`src/rtl/fcc_pkg.sv`:
```
`timescale 1ns / 1ps
`default_nettype none
// ----------------------------------------------------------------------------
// fcc_pkg: shared types, constants and helpers for the frame classifier
// Holds protocol codes, frame offsets, result codes, the ones' complement
// add and the structs passed between the classifier modules.
// ----------------------------------------------------------------------------
package fcc_pkg;

	// Defaults for the top-level parameters
	localparam int unsigned MAX_FRAME_BYTES = 65536;
	localparam int unsigned COUNTER_WIDTH   = 32;

	localparam int unsigned NUM_COUNTERS = 8;
	localparam int unsigned CNT_SEL_W    = 3;
	localparam int unsigned VALUE_W      = 32;

	// Frame end offset can reach 14 + 60 + 65535, which needs 17 bits
	localparam int unsigned END_W = 17;

	localparam logic [15:0] TYPE_LIMIT = 16'd1534;
	localparam logic [15:0] TYPE_IPV4  = 16'h0800;

	localparam logic [7:0] PROTO_ICMP = 8'd1;
	localparam logic [7:0] PROTO_TCP  = 8'd6;
	localparam logic [7:0] PROTO_UDP  = 8'd17;

	localparam logic [3:0] MIN_IHL = 4'd5;

	// Byte offsets within the frame
	localparam int unsigned OFF_TYPE_HI   = 12;
	localparam int unsigned OFF_TYPE_LO   = 13;
	localparam int unsigned ETH_HDR       = 14;
	localparam int unsigned OFF_TLEN_HI   = 16;
	localparam int unsigned OFF_TLEN_LO   = 17;
	localparam int unsigned OFF_L4_LEN    = 18;
	localparam int unsigned OFF_L4_END    = 19;
	localparam int unsigned OFF_PROTO     = 23;
	localparam int unsigned OFF_FOLD_PROTO = 24;
	localparam int unsigned OFF_IP_CSUM_LO = 25;
	localparam int unsigned OFF_FOLD_LEN  = 25;
	localparam int unsigned ADDR_FIRST    = 26;
	localparam int unsigned ADDR_LAST     = 33;

	// Checksum field position relative to the layer-4 start
	localparam int unsigned TCP_CSUM_REL = 16;
	localparam int unsigned UDP_CSUM_REL = 6;

	typedef enum logic {
		OP_BYTE = 1'b0,
		OP_READ = 1'b1
	} op_t;

	typedef enum logic {
		RK_SUMMARY = 1'b0,
		RK_COUNTER = 1'b1
	} result_kind_t;

	typedef enum logic [1:0] {
		L4C_OTHER = 2'd0,
		L4C_ICMP  = 2'd1,
		L4C_TCP   = 2'd2,
		L4C_UDP   = 2'd3
	} l4_class_t;

	typedef enum logic [1:0] {
		L4S_NONE  = 2'd0,
		L4S_OK    = 2'd1,
		L4S_BAD   = 2'd2,
		L4S_SHORT = 2'd3
	} l4_status_t;

	localparam logic [CNT_SEL_W-1:0] CTR_TOTAL  = 3'd0;
	localparam logic [CNT_SEL_W-1:0] CTR_ETH2   = 3'd1;
	localparam logic [CNT_SEL_W-1:0] CTR_8023   = 3'd2;
	localparam logic [CNT_SEL_W-1:0] CTR_IP     = 3'd3;
	localparam logic [CNT_SEL_W-1:0] CTR_NON_IP = 3'd4;
	localparam logic [CNT_SEL_W-1:0] CTR_ICMP   = 3'd5;
	localparam logic [CNT_SEL_W-1:0] CTR_TCP    = 3'd6;
	localparam logic [CNT_SEL_W-1:0] CTR_UDP    = 3'd7;

	typedef struct packed {
		logic        is_ethernet_ii;
		logic        is_ipv4;
		logic [15:0] ether_type;
		l4_class_t   l4_class;
		logic        ip_csum_ok;
		logic [15:0] ip_csum_expected;
		l4_status_t  l4_status;
		logic [15:0] l4_csum_expected;
	} frame_sum_t;

	typedef struct packed {
		logic      bump;
		logic      eth2;
		logic      ip4;
		l4_class_t cls;
	} stat_upd_t;

	// 16-bit ones' complement add with end-around carry
	function automatic logic [15:0] csum_add(input logic [15:0] s, input logic [15:0] w);
		logic [16:0] t;
		t = {1'b0, s} + {1'b0, w};
		return t[15:0] + {15'd0, t[16]};
	endfunction

endpackage
`default_nettype wire

```
`src/rtl/fcc_frame_acc.sv`:
```
`timescale 1ns / 1ps
`default_nettype none
// ----------------------------------------------------------------------------
// fcc_frame_acc: per-byte frame parser and checksum accumulators
// Captures header fields by offset, keeps the IPv4 and layer-4 ones'
// complement sums, and forms the frame summary on the last byte.
// ----------------------------------------------------------------------------
module fcc_frame_acc #(
	parameter int unsigned MAX_FRAME_BYTES = fcc_pkg::MAX_FRAME_BYTES
) (
	input  wire logic               clk,
	input  wire logic               arst_n,
	input  wire logic               byte_en,
	input  wire logic [7:0]         frame_byte,
	input  wire logic               frame_last,
	output fcc_pkg::stat_upd_t      upd,
	output fcc_pkg::frame_sum_t     summary
);

	localparam int unsigned CNT_W = $clog2(MAX_FRAME_BYTES + 1);
	localparam int unsigned CMP_W = (CNT_W > fcc_pkg::END_W) ? CNT_W : fcc_pkg::END_W;
	localparam int unsigned END_W = fcc_pkg::END_W;

	logic [CNT_W-1:0] cnt_q,   cnt_d;
	logic [15:0]      type_q,  type_d;
	logic [3:0]       hw_q,    hw_d;
	logic [15:0]      tlen_q,  tlen_d;
	logic [7:0]       proto_q, proto_d;
	logic [7:0]       hold_q,  hold_d;
	logic [15:0]      ip_full_q, ip_full_d;
	logic [15:0]      ip_wo_q,   ip_wo_d;
	logic [15:0]      l4_full_q, l4_full_d;
	logic [15:0]      l4_wo_q,   l4_wo_d;
	logic [15:0]      len_q,   len_d;
	logic [END_W-1:0] end_q,   end_d;

	logic [CMP_W-1:0] off;
	logic             live;
	logic             odd;
	logic [5:0]       hlen;
	logic [6:0]       start;
	logic [7:0]       fld_off;
	logic [7:0]       fld_off_p1;
	logic [END_W-1:0] end_m1;
	logic [15:0]      word;
	logic             ip_in;
	logic             l4_on;
	logic             l4_add;
	logic             l4_wo_add;
	logic [15:0]      l4_w;
	logic             short_frame;

	assign off        = CMP_W'(cnt_q);
	assign live       = (cnt_q != CNT_W'(MAX_FRAME_BYTES));
	assign odd        = cnt_q[0];
	assign hlen       = {hw_q, 2'b00};
	assign start      = 7'(fcc_pkg::ETH_HDR) + {1'b0, hlen};
	assign fld_off    = {1'b0, start} + ((proto_q == fcc_pkg::PROTO_TCP) ?
		8'(fcc_pkg::TCP_CSUM_REL) : 8'(fcc_pkg::UDP_CSUM_REL));
	assign fld_off_p1 = fld_off + 8'd1;
	assign end_m1     = end_q - END_W'(1);
	assign word       = {hold_q, frame_byte};

	assign ip_in = odd && (off >= CMP_W'(fcc_pkg::ETH_HDR)) && (off < CMP_W'(start));
	assign l4_on = (hw_q >= fcc_pkg::MIN_IHL) && (off >= CMP_W'(start)) &&
		(off < CMP_W'(end_q));

	// Layer-4 sum source: pseudo-header folds, addresses, then payload words
	always_comb begin
		l4_add    = 1'b0;
		l4_wo_add = 1'b0;
		l4_w      = '0;
		if (off == CMP_W'(fcc_pkg::OFF_FOLD_PROTO)) begin
			l4_add    = 1'b1;
			l4_wo_add = 1'b1;
			l4_w      = {8'd0, proto_q};
		end else if (off == CMP_W'(fcc_pkg::OFF_FOLD_LEN)) begin
			l4_add    = 1'b1;
			l4_wo_add = 1'b1;
			l4_w      = len_q;
		end else if (odd && (off >= CMP_W'(fcc_pkg::ADDR_FIRST)) &&
			(off <= CMP_W'(fcc_pkg::ADDR_LAST))) begin
			l4_add    = 1'b1;
			l4_wo_add = 1'b1;
			l4_w      = word;
		end else if (l4_on && odd) begin
			l4_add    = 1'b1;
			l4_wo_add = (off != CMP_W'(fld_off_p1));
			l4_w      = word;
		end else if (l4_on && (off == CMP_W'(end_m1))) begin
			l4_add    = 1'b1;
			l4_wo_add = (off != CMP_W'(fld_off));
			l4_w      = {frame_byte, 8'h00};
		end
	end

	always_comb begin
		cnt_d     = cnt_q;
		type_d    = type_q;
		hw_d      = hw_q;
		tlen_d    = tlen_q;
		proto_d   = proto_q;
		hold_d    = hold_q;
		ip_full_d = ip_full_q;
		ip_wo_d   = ip_wo_q;
		l4_full_d = l4_full_q;
		l4_wo_d   = l4_wo_q;
		len_d     = len_q;
		end_d     = end_q;
		if (live) begin
			cnt_d = cnt_q + CNT_W'(1);
			if (off == CMP_W'(fcc_pkg::OFF_TYPE_HI)) type_d[15:8] = frame_byte;
			if (off == CMP_W'(fcc_pkg::OFF_TYPE_LO)) type_d[7:0]  = frame_byte;
			if (off == CMP_W'(fcc_pkg::ETH_HDR))     hw_d         = frame_byte[3:0];
			if (off == CMP_W'(fcc_pkg::OFF_TLEN_HI)) tlen_d[15:8] = frame_byte;
			if (off == CMP_W'(fcc_pkg::OFF_TLEN_LO)) tlen_d[7:0]  = frame_byte;
			if (off == CMP_W'(fcc_pkg::OFF_PROTO))   proto_d      = frame_byte;
			if (off == CMP_W'(fcc_pkg::OFF_L4_LEN))  len_d = tlen_q - {10'd0, hlen};
			if (off == CMP_W'(fcc_pkg::OFF_L4_END))
				end_d = END_W'(start) + END_W'(len_q);
			if (!odd) hold_d = frame_byte;
			if (ip_in) begin
				ip_full_d = fcc_pkg::csum_add(ip_full_q, word);
				if (off != CMP_W'(fcc_pkg::OFF_IP_CSUM_LO))
					ip_wo_d = fcc_pkg::csum_add(ip_wo_q, word);
			end
			if (l4_add)    l4_full_d = fcc_pkg::csum_add(l4_full_q, l4_w);
			if (l4_wo_add) l4_wo_d   = fcc_pkg::csum_add(l4_wo_q, l4_w);
		end
	end

	// Summary from the state as it stands after this byte
	always_comb begin
		summary                = '0;
		summary.ether_type     = type_d;
		summary.is_ethernet_ii = (type_d > fcc_pkg::TYPE_LIMIT);
		summary.is_ipv4        = (type_d == fcc_pkg::TYPE_IPV4);
		short_frame            = (CMP_W'(cnt_d) < CMP_W'(end_d));
		if (summary.is_ipv4) begin
			priority if (proto_d == fcc_pkg::PROTO_ICMP) summary.l4_class = fcc_pkg::L4C_ICMP;
			else if (proto_d == fcc_pkg::PROTO_TCP)      summary.l4_class = fcc_pkg::L4C_TCP;
			else if (proto_d == fcc_pkg::PROTO_UDP)      summary.l4_class = fcc_pkg::L4C_UDP;
			else                                         summary.l4_class = fcc_pkg::L4C_OTHER;
			summary.ip_csum_ok       = (ip_full_d == 16'hFFFF);
			summary.ip_csum_expected = ~ip_wo_d;
			if ((summary.l4_class == fcc_pkg::L4C_TCP || summary.l4_class == fcc_pkg::L4C_UDP) &&
				(hw_d >= fcc_pkg::MIN_IHL)) begin
				if (short_frame) begin
					summary.l4_status = fcc_pkg::L4S_SHORT;
				end else begin
					summary.l4_status = (l4_full_d == 16'hFFFF) ? fcc_pkg::L4S_OK :
						fcc_pkg::L4S_BAD;
					summary.l4_csum_expected = ~l4_wo_d;
				end
			end
		end
	end

	assign upd.bump = byte_en && frame_last;
	assign upd.eth2 = summary.is_ethernet_ii;
	assign upd.ip4  = summary.is_ipv4;
	assign upd.cls  = summary.l4_class;

	always_ff @(posedge clk or negedge arst_n) begin
		if (!arst_n) begin
			cnt_q     <= '0;
			type_q    <= '0;
			hw_q      <= '0;
			tlen_q    <= '0;
			proto_q   <= '0;
			hold_q    <= '0;
			ip_full_q <= '0;
			ip_wo_q   <= '0;
			l4_full_q <= '0;
			l4_wo_q   <= '0;
			len_q     <= '0;
			end_q     <= '1;
		end else if (byte_en) begin
			if (frame_last) begin
				cnt_q     <= '0;
				type_q    <= '0;
				hw_q      <= '0;
				tlen_q    <= '0;
				proto_q   <= '0;
				hold_q    <= '0;
				ip_full_q <= '0;
				ip_wo_q   <= '0;
				l4_full_q <= '0;
				l4_wo_q   <= '0;
				len_q     <= '0;
				end_q     <= '1;
			end else begin
				cnt_q     <= cnt_d;
				type_q    <= type_d;
				hw_q      <= hw_d;
				tlen_q    <= tlen_d;
				proto_q   <= proto_d;
				hold_q    <= hold_d;
				ip_full_q <= ip_full_d;
				ip_wo_q   <= ip_wo_d;
				l4_full_q <= l4_full_d;
				l4_wo_q   <= l4_wo_d;
				len_q     <= len_d;
				end_q     <= end_d;
			end
		end
	end

endmodule
`default_nettype wire

```
`src/rtl/fcc_stats.sv`:
```
`timescale 1ns / 1ps
`default_nettype none
// ----------------------------------------------------------------------------
// fcc_stats: per-frame statistic counters
// Eight wrapping counters bumped once per finished frame, read by index.
// ----------------------------------------------------------------------------
module fcc_stats #(
	parameter int unsigned COUNTER_WIDTH = fcc_pkg::COUNTER_WIDTH
) (
	input  wire logic                            clk,
	input  wire logic                            arst_n,
	input  fcc_pkg::stat_upd_t                   upd,
	input  wire logic [fcc_pkg::CNT_SEL_W-1:0]   rd_sel,
	output logic [fcc_pkg::VALUE_W-1:0]          rd_value
);

	logic [COUNTER_WIDTH-1:0]       ctr_q [fcc_pkg::NUM_COUNTERS];
	logic [fcc_pkg::NUM_COUNTERS-1:0] hit;

	always_comb begin
		hit = '0;
		hit[fcc_pkg::CTR_TOTAL] = 1'b1;
		hit[upd.eth2 ? fcc_pkg::CTR_ETH2 : fcc_pkg::CTR_8023] = 1'b1;
		if (upd.ip4) begin
			hit[fcc_pkg::CTR_IP] = 1'b1;
			unique case (upd.cls)
				fcc_pkg::L4C_ICMP:  hit[fcc_pkg::CTR_ICMP] = 1'b1;
				fcc_pkg::L4C_TCP:   hit[fcc_pkg::CTR_TCP]  = 1'b1;
				fcc_pkg::L4C_UDP:   hit[fcc_pkg::CTR_UDP]  = 1'b1;
				fcc_pkg::L4C_OTHER: ;
				default: ;
			endcase
		end else begin
			hit[fcc_pkg::CTR_NON_IP] = 1'b1;
		end
	end

	always_ff @(posedge clk or negedge arst_n) begin
		if (!arst_n) begin
			for (int i = 0; i < fcc_pkg::NUM_COUNTERS; i++) ctr_q[i] <= '0;
		end else if (upd.bump) begin
			for (int i = 0; i < fcc_pkg::NUM_COUNTERS; i++) begin
				if (hit[i]) ctr_q[i] <= ctr_q[i] + COUNTER_WIDTH'(1);
			end
		end
	end

	assign rd_value = fcc_pkg::VALUE_W'(ctr_q[rd_sel]);

endmodule
`default_nettype wire

```
`src/rtl/frame_classifier_checksum_check_unit.sv`:
```
`timescale 1ns / 1ps
`default_nettype none
// Path: an accepted request is registered in the input stage, its result loaded
//   into the output register. Throughput: one request per cycle, set by the
// single-byte accumulator update, unless a result is held back by out_stall.
// Reset (arst_n low): frame state, statistic counters and all valid flags clear.
// ----------------------------------------------------------------------------
// frame_classifier_checksum_check_unit: Ethernet/IPv4 frame classifier
// Takes frame bytes or counter reads, checks IPv4 header and TCP/UDP
// checksums, and returns one summary per frame or one counter value per read.
// ----------------------------------------------------------------------------
module frame_classifier_checksum_check_unit #(
	parameter int unsigned MAX_FRAME_BYTES = fcc_pkg::MAX_FRAME_BYTES,
	parameter int unsigned COUNTER_WIDTH   = fcc_pkg::COUNTER_WIDTH
) (
	input  wire logic        clk,
	input  wire logic        arst_n,
	// request channel
	input  wire logic        in_valid,
	output logic             in_stall,
	input  wire logic        op,
	input  wire logic [7:0]  frame_byte,
	input  wire logic        frame_last,
	input  wire logic [2:0]  counter_select,
	// result channel
	output logic             out_valid,
	input  wire logic        out_stall,
	output logic             result_kind,
	output logic             is_ethernet_ii,
	output logic             is_ipv4,
	output logic [15:0]      ether_type,
	output logic [1:0]       l4_class,
	output logic             ip_csum_ok,
	output logic [15:0]      ip_csum_expected,
	output logic [1:0]       l4_status,
	output logic [15:0]      l4_csum_expected,
	output logic [31:0]      counter_value
);

	// Input register stage
	logic                              s1_valid;
	fcc_pkg::op_t                      s1_op;
	logic [7:0]                        s1_byte;
	logic                              s1_last;
	logic [fcc_pkg::CNT_SEL_W-1:0]     s1_sel;

	logic s1_has_result;
	logic s1_go;
	logic out_free;
	logic byte_en;
	logic in_take;

	fcc_pkg::frame_sum_t  summary;
	fcc_pkg::stat_upd_t   upd;
	logic [fcc_pkg::VALUE_W-1:0] rd_value;

	// Result register
	logic                  out_valid_q;
	fcc_pkg::result_kind_t kind_q;
	fcc_pkg::frame_sum_t   sum_q;
	logic [31:0]           value_q;

	// A read always answers; a frame byte answers only when it closes the frame.
	// Bytes with no result move on even while the result register is full.
	assign s1_has_result = (s1_op == fcc_pkg::OP_READ) || s1_last;
	assign out_free      = !out_valid_q || !out_stall;
	assign s1_go         = s1_valid && (!s1_has_result || out_free);
	assign in_stall      = s1_valid && !s1_go;
	assign in_take       = in_valid && !in_stall;
	assign byte_en       = s1_go && (s1_op == fcc_pkg::OP_BYTE);

	always_ff @(posedge clk or negedge arst_n) begin
		if (!arst_n) begin
			s1_valid <= 1'b0;
		end else if (in_take) begin
			s1_valid <= 1'b1;
		end else if (s1_go) begin
			s1_valid <= 1'b0;
		end
	end

	// Payload of the input stage: hold while stalled, load on accept
	always_ff @(posedge clk) begin
		if (in_take) begin
			s1_op   <= fcc_pkg::op_t'(op);
			s1_byte <= frame_byte;
			s1_last <= frame_last;
			s1_sel  <= counter_select;
		end
	end

	fcc_frame_acc #(
		.MAX_FRAME_BYTES (MAX_FRAME_BYTES)
	) u_frame_acc (
		.clk        (clk),
		.arst_n     (arst_n),
		.byte_en    (byte_en),
		.frame_byte (s1_byte),
		.frame_last (s1_last),
		.upd        (upd),
		.summary    (summary)
	);

	// Counter reads see every frame finished by earlier requests
	fcc_stats #(
		.COUNTER_WIDTH (COUNTER_WIDTH)
	) u_stats (
		.clk      (clk),
		.arst_n   (arst_n),
		.upd      (upd),
		.rd_sel   (s1_sel),
		.rd_value (rd_value)
	);

	always_ff @(posedge clk or negedge arst_n) begin
		if (!arst_n) begin
			out_valid_q <= 1'b0;
		end else if (s1_go && s1_has_result) begin
			out_valid_q <= 1'b1;
		end else if (!out_stall) begin
			out_valid_q <= 1'b0;
		end
	end

	// Load the result register; hold it while the consumer stalls
	always_ff @(posedge clk) begin
		if (s1_go && s1_has_result) begin
			if (s1_op == fcc_pkg::OP_READ) begin
				kind_q  <= fcc_pkg::RK_COUNTER;
				sum_q   <= '0;
				value_q <= rd_value;
			end else begin
				kind_q  <= fcc_pkg::RK_SUMMARY;
				sum_q   <= summary;
				value_q <= '0;
			end
		end
	end

	assign out_valid        = out_valid_q;
	assign result_kind      = kind_q;
	assign is_ethernet_ii   = sum_q.is_ethernet_ii;
	assign is_ipv4          = sum_q.is_ipv4;
	assign ether_type       = sum_q.ether_type;
	assign l4_class         = sum_q.l4_class;
	assign ip_csum_ok       = sum_q.ip_csum_ok;
	assign ip_csum_expected = sum_q.ip_csum_expected;
	assign l4_status        = sum_q.l4_status;
	assign l4_csum_expected = sum_q.l4_csum_expected;
	assign counter_value    = value_q;

endmodule
`default_nettype wire
```
`config.mk`:
```
export PLATFORM = sky130hd
export DESIGN_NAME = frame_classifier_checksum_check_unit
export DESIGN_NICKNAME = d
export VERILOG_FILES = /design/src/rtl/fcc_pkg.sv /design/src/rtl/fcc_frame_acc.sv /design/src/rtl/fcc_stats.sv /design/src/rtl/frame_classifier_checksum_check_unit.sv
export SDC_FILE = /design/constraint.sdc
export NUM_CORES = 1
export LEC_CHECK = 0
export BUFFER_PORTS_ARGS = -buffer_cell sky130_fd_sc_hd__buf_2
export CAP_MARGIN = 20
export CORE_MARGIN = 3
export CORE_UTILIZATION = 65
export CTS_CLUSTER_SIZE = 20
export DETAILED_ROUTE_END_ITERATION = 10
export GPL_TIMING_DRIVEN = 0
export PLACE_DENSITY = 0.91
export SLEW_MARGIN = 10
export SYNTH_ARGS = -nofsm -noshare
export SYNTH_HDL_FRONTEND = slang
export SYNTH_SLANG_ARGS = --single-unit
```
`constraint.sdc`:
```
create_clock -name clk -period 21.8 [get_ports clk]
set_input_delay 5.45 -clock clk [delete_from_list [all_inputs] [get_ports clk]]
set_output_delay 5.45 -clock clk [all_outputs]
set_load 0.005 [all_outputs]
```
---- Word level (Yosys, flattened, before mapping) ----
Cells that the tools add are included.
cells by class
  add/sub/neg operators ................... 23
  $lt $le $gt $ge ......................... 13
  eq/ne operators ......................... 29
  muxes and demuxes ....................... 80
  bitwise logic cells ..................... 6
  reductions and logical operators ........ 44
operators by type and width
  cell                                                  number
  two-way mux 16 bit                                    26
  adder 32 x 1 -> 32 bit, second input constant         8
  == test 17 x 5 -> 1 bit, second input constant        7
  binary-select mux 32 bit (select 3 bit)               1
  two-way mux 17 bit                                    5
  two-way mux 8 bit                                     10
  adder 16 x 16 -> 17 bit                               4
  adder 16 x 1 -> 16 bit                                4
  two-way mux 32 bit                                    2
  == test 17 x 4 -> 1 bit, second input constant        3
  two-way mux 37 bit                                    1
  less-than comparator 17 bit                           2
  != test 17 x 8 -> 1 bit                               2
  == test 16 bit, second input constant                 2
  NOT 16 bit                                            2
  two-way mux 1 bit                                     21
  two-way mux 18 bit                                    1
  adder 17 x 1 -> 17 bit, second input constant         1
  adder 7 x 16 -> 17 bit                                1
  == test 17 bit                                        1
  >= comparator 17 x 4 -> 1 bit, second input constant  1
  >= comparator 17 x 5 -> 1 bit, second input constant  1
  >= comparator 17 x 7 -> 1 bit                         1
  <= comparator 17 x 6 -> 1 bit, second input constant  1
  other kinds (37)                                      87
storage, ports and cells
  bits in registers ....................... 525
  logic and storage cells ................. 232

---- Longest topological paths before layout ----
Gate-level depths: netlist of the first run.
  depth in word-level cells ............... 23
  gate-level depth with buffers ........... 41
  mapped depth without buffers ............ 40

---- Hierarchy ----
Synthesis of the first run repeated with hierarchy kept, for this count alone.
second synthesis, totals
  cells, all modules ...................... 3074
  area total of the unflattened synthesis .. 32060.7 um^2
by module, submodules not included
  module                                instances  cells an instance  area each (um^2)  sequential area each (um^2)
  fcc_frame_acc                         1          1772               15004.4           4175.3
  fcc_stats                             1          1092               13202.7           6406.1
  frame_classifier_checksum_check_unit  1          210                3853.7            3083.0

---- Worst setup path before layout of the first run ----
No wires, ideal clock.
  path type ............................... input-to-output
  start point ............................. in out_stall
  end point ............................... out in_stall
  arrival time ............................ 5.669 ns
  required time ........................... 16.350 ns
  path slack .............................. 10.681 ns
  stages .................................. 2
  buffers on the path ..................... 0
  cell sequence ........................... nand2_1 > nor2_1
between the ends
  cells in the longest elaborated chain, start to end .. 6
ends and longest elaborated chain
  element             RTL line                                    text
  start: declaration  frame_classifier_checksum_check_unit.sv:27  input wire logic out_stall,
  logical NOT 1 bit   -
  logical OR 1 bit    frame_classifier_checksum_check_unit.sv:66  assign out_free = !out_valid_q || !out_stall;
  logical OR 1 bit    frame_classifier_checksum_check_unit.sv:67  assign s1_go = s1_valid && (!s1_has_result || out_free);
  logical AND 1 bit   frame_classifier_checksum_check_unit.sv:67
  logical NOT 1 bit   frame_classifier_checksum_check_unit.sv:68  assign in_stall = s1_valid && !s1_go;
  logical AND 1 bit   frame_classifier_checksum_check_unit.sv:68
  end: declaration    frame_classifier_checksum_check_unit.sv:20  output logic in_stall,
No other way between the ends.

---- Final worst setup path of the first run ----
Same ends and word-level chain as after synthesis.

==> insert_results.sql, run 1 <==
INSERT INTO impl_metrics (metric_group, metric, value, unit) VALUES
('route', 'drt_iter0_drc', '2832', ''),
('grt', 'grt.total_usage', '37.4', '%'),
('setup_path', 'critical_path_peak_fanout', '3', ''),
('timing', 'final.setup_skew', '0.0399', 'ns'),
('cells_and_area', 'finish.net_count', '3392', ''),
('clocking', 'holdBufCountCts', '0', ''),
('clocking', 'cts_setup_buffers', '0', ''),
('timing', 'tns', '0', 'ns'),
('route', 'vias_per_cell', '6.79', ''),
('grt', 'antenna_found_initial', '1', ''),
('logic_synthesis', 'synthTopCellsByCount', 'dfrtp_1 (407), nand2_1 (339), xnor2_1 (291)', ''),
('floorplanning', 'start_util', '66.4', '%'),
('placed_design', 'dpl-instance-area', '32700', 'um^2'),
('clocking', 'cts-buffers-inserted', '54', ''),
('clocking', 'cts_tree', 'yes', ''),
('setup_path', 'worstRegToRegCells', '40', ''),
('pwr', 'vdd_drop_max', '0.0794', 'mV'),
('clocking', 'clock_sink_count', '525', ''),
('cells_and_area', 'fillers', '2972', ''),
('hold_path', 'whs_path_depth', '1', ''),
('hold_path', 'worst_min_path_class', 'flop to flop', ''),
('timing', 'period_share', '52.4', '%'),
('logic_synthesis', 'ys.warnings.count', '0', ''),
('floorplanning', 'io_pins', '107', ''),
('logic_synthesis', 'share_of_synthesized_area_occupied_by_flip_flops_and_latches', '43.8', '%'),
('clocking', 'ctsRootBufferMaster', 'clkbuf_16', ''),
('hold_path', 'timing.hold.worst_endpoint', 'u_stats.ctr_q[191]$_DFFE_PN0P_', ''),
('cells_and_area', 'multi_input_gate_area_in_the_final_layout', '16700', 'um^2'),
('route', 'ant_nets', '0', ''),
('logic_synthesis', 'post_synthesis_cell_count', '3066', ''),
('setup_path', 'reg2reg_to', 'l4_status[1]$_SDFFCE_PP0P_', ''),
('floorplanning', 'fp.dieW', '225', 'um'),
('clocking', 'clk_transition_reported_paths', '0.07', 'ns'),
('route', 'detailroute.via_count', '26400', ''),
('timing', 'tightest_slew', '1.18', 'ns'),
('cells_and_area', 'stdcell_area', '34700', 'um^2'),
('timing', 'report.final.setup_viol', '0', ''),
('floorplanning', 'die_area', '50600', 'um^2'),
('logic_synthesis', 'synthMostInstantiatedCell', 'dfrtp_1', ''),
('logic_synthesis', 'synthesis.area', '31200', 'um^2'),
('clocking', 'cts_buffer_depth', '3', ''),
('route', 'drt-total-wl', '94700', 'um'),
('timing', 'grt_setup_unrepaired', 'false', ''),
('setup_path', 'criticalPathCategory', 'primary input to primary output', ''),
('logic_synthesis', 'synth_cell_type_count', '90', ''),
('grt', 'first_global_vias', '26500', ''),
('route', 'remaining_design_rule_violation_count', '0', ''),
('placed_design', 'dp_hpwl', '65800', 'um'),
('setup_path', 'rr_startpoint', 'u_frame_acc.hw_q[0]$_DFFE_PN0P_', ''),
('hold_path', 'holdCritStartpoint', 'u_stats.ctr_q[191]$_DFFE_PN0P_', ''),
('setup_path', 'start_kind', 'primary input', ''),
('cells_and_area', 'share_of_final_layout_standard_cells_stronger_than_drive_strength_1', '11.0', '%'),
('logic_synthesis', 'postSynthNetCount', '3221', ''),
('setup_path', 'worstPathRequired', '16.35', 'ns'),
('route', 'detail_route.first_pass.iterations', '8', ''),
('timing', 'max_freq', '87.5', 'MHz'),
('logic_synthesis', 'commonest_register_cell_after_synthesis', 'dfrtp_1', ''),
('logic_synthesis', 'edff_count_synth', '101', ''),
('pwr', 'leakagePower', '0.0154', 'uW'),
('clocking', 'insertion_delay', '0.65', 'ns'),
('pwr', 'p_per_area', '66.9', 'nW/um^2'),
('logic_synthesis', 'synth_top_area_cell', 'dfrtp_1', ''),
('timing', 'final_hold_viol_count', '0', ''),
('outcome', 'status', 'finished, final reports clean', ''),
('cells_and_area', 'area_growth', '11.3', '%'),
('logic_synthesis', 'fraction_of_registers_with_async_set_reset', '80.8', '%'),
('floorplanning', 'die_height', '225', 'um'),
('clocking', 'post_cts_resized', '0', ''),
('timing', 'timing.final.max_slew_violations', '0', ''),
('floorplanning', 'core_region_area', '47000', 'um^2'),
('route', 'wl_per_cell', '24.3', 'um');
-- per-layer routing --
metal	up-vias	global-route usage, %	wire (um)
met4	2	23.4	7020
met2	1812	61.4	44600
met1	12800	46.3	34100
li1	11300	-	-
met3	486	6.86	8900
met5	-	0	11
-- placed cells by master (no fill, tap or decap), types with 76 or more instances in the layout --
cell        n
nor2_1    208
a22o_1     76
clkbuf_1  103
inv_1      81
edfxtp_1  101
xor2_1    124
ha_1      132
xnor2_1   291
nand3_1   154
a21oi_1   110
nand2_1   339
buf_2     115
dfrtp_1   407
o21ai_0   136
-- flip-flops by register name, summed over array words and instances, names as in the netlist, 3 cells and up --
signal and cells:
u_frame_acc.cnt_q 17, u_frame_acc.ip_full_q 16, u_frame_acc.end_q 17, s1_sel 3
u_frame_acc.type_q 16, u_stats.ctr_q 256, u_frame_acc.proto_q 8, u_frame_acc.tlen_q 16
u_frame_acc.hw_q 4, u_frame_acc.l4_wo_q 16, counter_value 32, l4_csum_expected 16
u_frame_acc.len_q 16, u_frame_acc.ip_wo_q 16, u_frame_acc.hold_q 8, ip_csum_expected 16
ether_type 16, u_frame_acc.l4_full_q 16, s1_byte 8
-- logic make-up after synthesis --
group	after synthesis	share of synthesized area (%)
flops	525	43.8
simple gates	1136	18.1
fa+ha+maj	141	5.79
buf+inv	203	2.51
xor+xnor	419	11.9
compound gates	509	10.9
mux	133	6.88
-- power breakdown --
group	switching [uW]	internal [uW]	total (uW)
clock network	428	602	1030
registers	40.0	1030	1070
logic	137	80.6	218
total	605	1720	2320
-- how the worst max path moves through the flow --
stage,to,depth (start not counted),startpoint,slack [ns]
after global placement,u_stats.ctr_q[155]$_DFFE_PN0P_,1,arst_n,7.00
final,in_stall,4,out_stall,10.37
after floorplan,in_stall,2,out_stall,10.68
after CTS,in_stall,4,out_stall,10.36
after detailed placement,in_stall,4,out_stall,10.36
after global routing,in_stall,4,out_stall,10.28
-- layout make-up --
class	count	area share, %
Buffer	120	1.36
Clock buffer	72	4.60
Sequential cell	525	39.4
Inverter	83	0.898
Clock inverter	29	1.14
Timing Repair Buffer	115	2.14
Antenna cell	2	0.0144
Multi-Input combinational cell	2338	48.3
Tap cell	607	2.19
-- metrics by stage --
step	setup slack, ns	total power (uW)	instances	hold WS (ns)	utilization (%)
after floorplan	10.68	1210	3066	0.424	-
after global placement	7.00	1290	3779	0.433	69.1
after detailed placement	10.36	1300	3787	0.450	69.6
after CTS	10.36	2320	3888	0.470	73.8
after global routing	10.28	2380	3889	0.487	73.9
final	10.37	2320	3891	0.474	73.9
-- critical path: stages --
cell and delay (ns):
buf_2 0.12, nand2_1 0.07, nor2_1 0.18, buf_2 0.15
(Power assumes the default switching activity.)
==> run 2: changes to the inputs <==
--- a/config.mk
+++ b/config.mk
@@ -8,11 +8,11 @@
 export BUFFER_PORTS_ARGS = -buffer_cell sky130_fd_sc_hd__buf_2
 export CAP_MARGIN = 20
 export CORE_MARGIN = 3
-export CORE_UTILIZATION = 65
+export CORE_UTILIZATION = 57
 export CTS_CLUSTER_SIZE = 20
 export DETAILED_ROUTE_END_ITERATION = 10
 export GPL_TIMING_DRIVEN = 0
-export PLACE_DENSITY = 0.91
+export PLACE_DENSITY = 0.85
 export SLEW_MARGIN = 10
 export SYNTH_ARGS = -nofsm -noshare
 export SYNTH_HDL_FRONTEND = slang
==> constraint.sdc (replaced) <==
create_clock -name clk -period 9.5 [get_ports clk]
set_input_delay 2.375 -clock clk [delete_from_list [all_inputs] [get_ports clk]]
set_output_delay 2.375 -clock clk [all_outputs]
set_load 0.005 [all_outputs]
==> run 2 against run 1 <==
  * First-iteration DRC count is 11% lower
  * Non-clock buffer count is 2 higher
  * Final area is 0.14% higher
  * Clock skew is 0.0091 ns lower
  * Total power is 130% higher
  * Die area is 14% higher
  * Sequential cell count stayed put
  * Critical path depth is 36 higher
  * Clock power is 120% higher
==> insert_results.sql, run 2 (synthesized netlist as in run 1, its figures left out) <==
INSERT INTO impl_metrics (metric_group, metric, value, unit) VALUES
('outcome', 'status', 'finished, final reports clean', ''),
('floorplanning', 'site_row_count', '85', ''),
('timing', 'report.final.setup_viol', '0', ''),
('floorplanning', 'die_height', '240', 'um'),
('timing', 'final.setup_skew', '0.0309', 'ns'),
('hold_path', 'worst_min_path_class', 'flop to flop', ''),
('pwr', 'total_power', '5230', 'uW'),
('cells_and_area', 'largest-register', 'u_stats.ctr_q', ''),
('timing', 'max_freq', '111', 'MHz'),
('floorplanning', 'io_pins', '107', ''),
('timing', 'period_share', '95.1', '%'),
('cells_and_area', 'final_cell_mix', 'dfrtp_1 (406), nand2_1 (339), xnor2_1 (290), nor2_1 (207), nand3_1 (154)', ''),
('grt', 'grt_first_pass_wirelength', '132000', 'um'),
('cells_and_area', 'area_growth', '11.4', '%'),
('setup_path', 'crit_path_end_kind', 'flop', ''),
('timing', 'final_hold_viol_count', '0', ''),
('flow_run', 'maxCapViolations', '0', ''),
('pwr', 'p_per_area', '151', 'nW/um^2'),
('placed_design', 'io_buffers', '106', ''),
('route', 'ant_nets', '0', ''),
('setup_path', 'criticalPathCategory', 'flop to flop', ''),
('pwr', 'power.share.clock', '43.8', '%'),
('route', 'met2WireLength', '38600', 'um'),
('route', 'drt_iter0_drc', '2533', ''),
('floorplanning', 'fp.dieW', '240', 'um'),
('floorplanning', 'start_util', '57.8', '%'),
('grt', 'globalRoute.totalOverflow', '0', ''),
('clocking', 'clk_transition_reported_paths', '0.06', 'ns'),
('setup_path', 'timing.critical_path.from', 'u_frame_acc.hw_q[0]$_DFFE_PN0P_', ''),
('route', 'remaining_design_rule_violation_count', '0', ''),
('cells_and_area', 'finish.net_count', '3396', ''),
('pwr', 'cellInternalPower', '3880', 'uW'),
('cells_and_area', 'share_of_final_layout_standard_cells_stronger_than_drive_strength_1', '11.3', '%'),
('setup_path', 'critPathSlowestCell', 'or4_1', ''),
('grt', 'maximum_number_of_pins_on_one_net_before_global_route_repair', '112', ''),
('pwr', 'p_switching', '1350', 'uW'),
('route', 'drt-total-wl', '82900', 'um'),
('route', 'met3_wirelength', '6730', 'um'),
('timing', 'tightest_slew_margin_relative_to_the_limit', '32.0', '%'),
('route', 'detail_route.wirelength.met1', '33100', 'um'),
('setup_path', 'critical_path_peak_fanout', '10', ''),
('setup_path', 'rr_startpoint', 'u_frame_acc.hw_q[0]$_DFFE_PN0P_', ''),
('timing', 'tns', '0', 'ns'),
('timing', 'tightest_slew', '1.02', 'ns'),
('hold_path', 'holdCritStartpoint', 's1_op$_DFFE_PP_', ''),
('route', 'detail_route.first_pass.iterations', '6', ''),
('clocking', 'ctsRootBufferMaster', 'clkbuf_16', ''),
('timing', 'timing.final.max_slew_violations', '0', ''),
('pwr', 'leakagePower', '0.0154', 'uW'),
('cells_and_area', 'most_common_library_cell_in_the_layout_ignoring_fill_and_taps', 'dfrtp_1', ''),
('timing', 'min_period', '9.03', 'ns'),
('clocking', 'cts_buffer_depth', '3', ''),
('setup_path', 'dominant_cell_type_by_count_on_the_critical_path', 'ha_1', ''),
('route', 'detailroute.via_count', '24700', ''),
('pwr', 'vdd_drop_max', '0.172', 'mV'),
('pwr', 'seqPwrFrac', '46.9', '%'),
('timing', 'hold_ws', '0.449', 'ns'),
('clocking', 'cts-buffers-inserted', '56', ''),
('pwr', 'power_switching_share', '25.7', '%'),
('clocking', 'count_of_h_tree_levels_built_during_cts', '2', ''),
('placed_design', 'dp_hpwl', '61200', 'um'),
('setup_path', 'worstPathRequired', '9.80', 'ns'),
('floorplanning', 'die_area', '57500', 'um^2'),
('grt', 'grt.total_usage', '29.0', '%'),
('setup_path', 'start_kind', 'flop', ''),
('floorplanning', 'core_region_area', '53900', 'um^2'),
('grt', 'first_global_vias', '24400', ''),
('route', 'highest_layer', 'met4', ''),
('placed_design', 'place_congestion', '0.963', ''),
('route', 'vias_per_cell', '6.21', ''),
('route', 'wl_per_cell', '20.8', 'um'),
('setup_path', 'critical_path_arrival', '9.34', 'ns'),
('cells_and_area', 'largest_register_ff_count', '256', ''),
('clocking', 'clock_sink_count', '525', ''),
('clocking', 'insertion_delay', '0.64', 'ns'),
('pwr', 'power.share.combinational', '9.3', '%'),
('clocking', 'cts_tree', 'yes', ''),
('grt', 'antenna_found_initial', '0', ''),
('setup_path', 'slowest_delay', '0.59', 'ns');
==> run 2: repair_timing <==
item	CTS	global route
pin swaps	0	2
resized for setup	1	7
hold buffers	0	0
setup endpoints to repair	2	4
setup buffers	0	2
==> run 2: path summary, 6_finish.rpt <==
path                                                           end  slack (ns)  depth (start not counted)
max in group asynchronous       u_frame_acc.l4_wo_q[1]$_DFFE_PN0P_        6.43                          3
worst max-delay path                    l4_status[1]$_SDFFCE_PP0P_        0.47                         40
worst min register to register               result_kind$_DFFE_PP_        0.45                          0
worst min-delay path                         result_kind$_DFFE_PP_        0.45                          0
worst max register to register          l4_status[1]$_SDFFCE_PP0P_        0.47                         40
min in group asynchronous           u_stats.ctr_q[130]$_DFFE_PN0P_        1.69                          1
==> run 2: layer usage <==
layer	vias up	GRT usage (%)
met5	-	0
met4	0	13.4
met3	288	5.38
met2	1071	47.1
met1	12100	38.1
li1	11300	-
==> run 2: per-stage QoR <==
stage	setup WS [ns]	cells	util, %	instance area, um^2
2_1_floorplan	1.80	3066	-	31200
3_3_place_gp	-2.37	3868	60.4	32600
3_5_place_dp	-0.0239	3875	60.8	32800
4_1_cts	0.0469	3979	64.3	34700
5_1_grt	-0.00448	3983	64.4	34700
6_report	0.466	3984	64.4	34700
==> run 2: final cells by class <==
class / count / area (um^2)
Inverter: 83 / 312
Timing Repair Buffer: 117 / 736
Antenna cell: 1 / 2.50
Buffer: 120 / 472
Clock buffer: 73 / 1560
Tap cell: 696 / 871
Clock inverter: 31 / 362
Multi-Input combinational cell: 2338 / 16800
Fill cell: 4065 / 19200
Sequential cell: 525 / 13700
==> run 2: worst max-delay path, delay by kind of cell (launching register included) <==
family | cells | cell delay, ns
flip-flops | 1 | 0.51
adder cells (fa/ha/maj) | 7 | 1.91
XOR/XNOR | 3 | 0.54
AO/OA/AOI/OAI | 11 | 2.45
buffers and inverters | 4 | 0.53
AND/OR/NAND/NOR | 15 | 2.76
==> run 2: power by group through the flow <==
stage	combinational (uW)	sequential, uW	clock [uW]
detailed placement	480	2490	0
CTS	483	2450	2320
floorplan	301	2470	0
global route	535	2460	2400
finish	487	2450	2290
global placement	454	2500	0
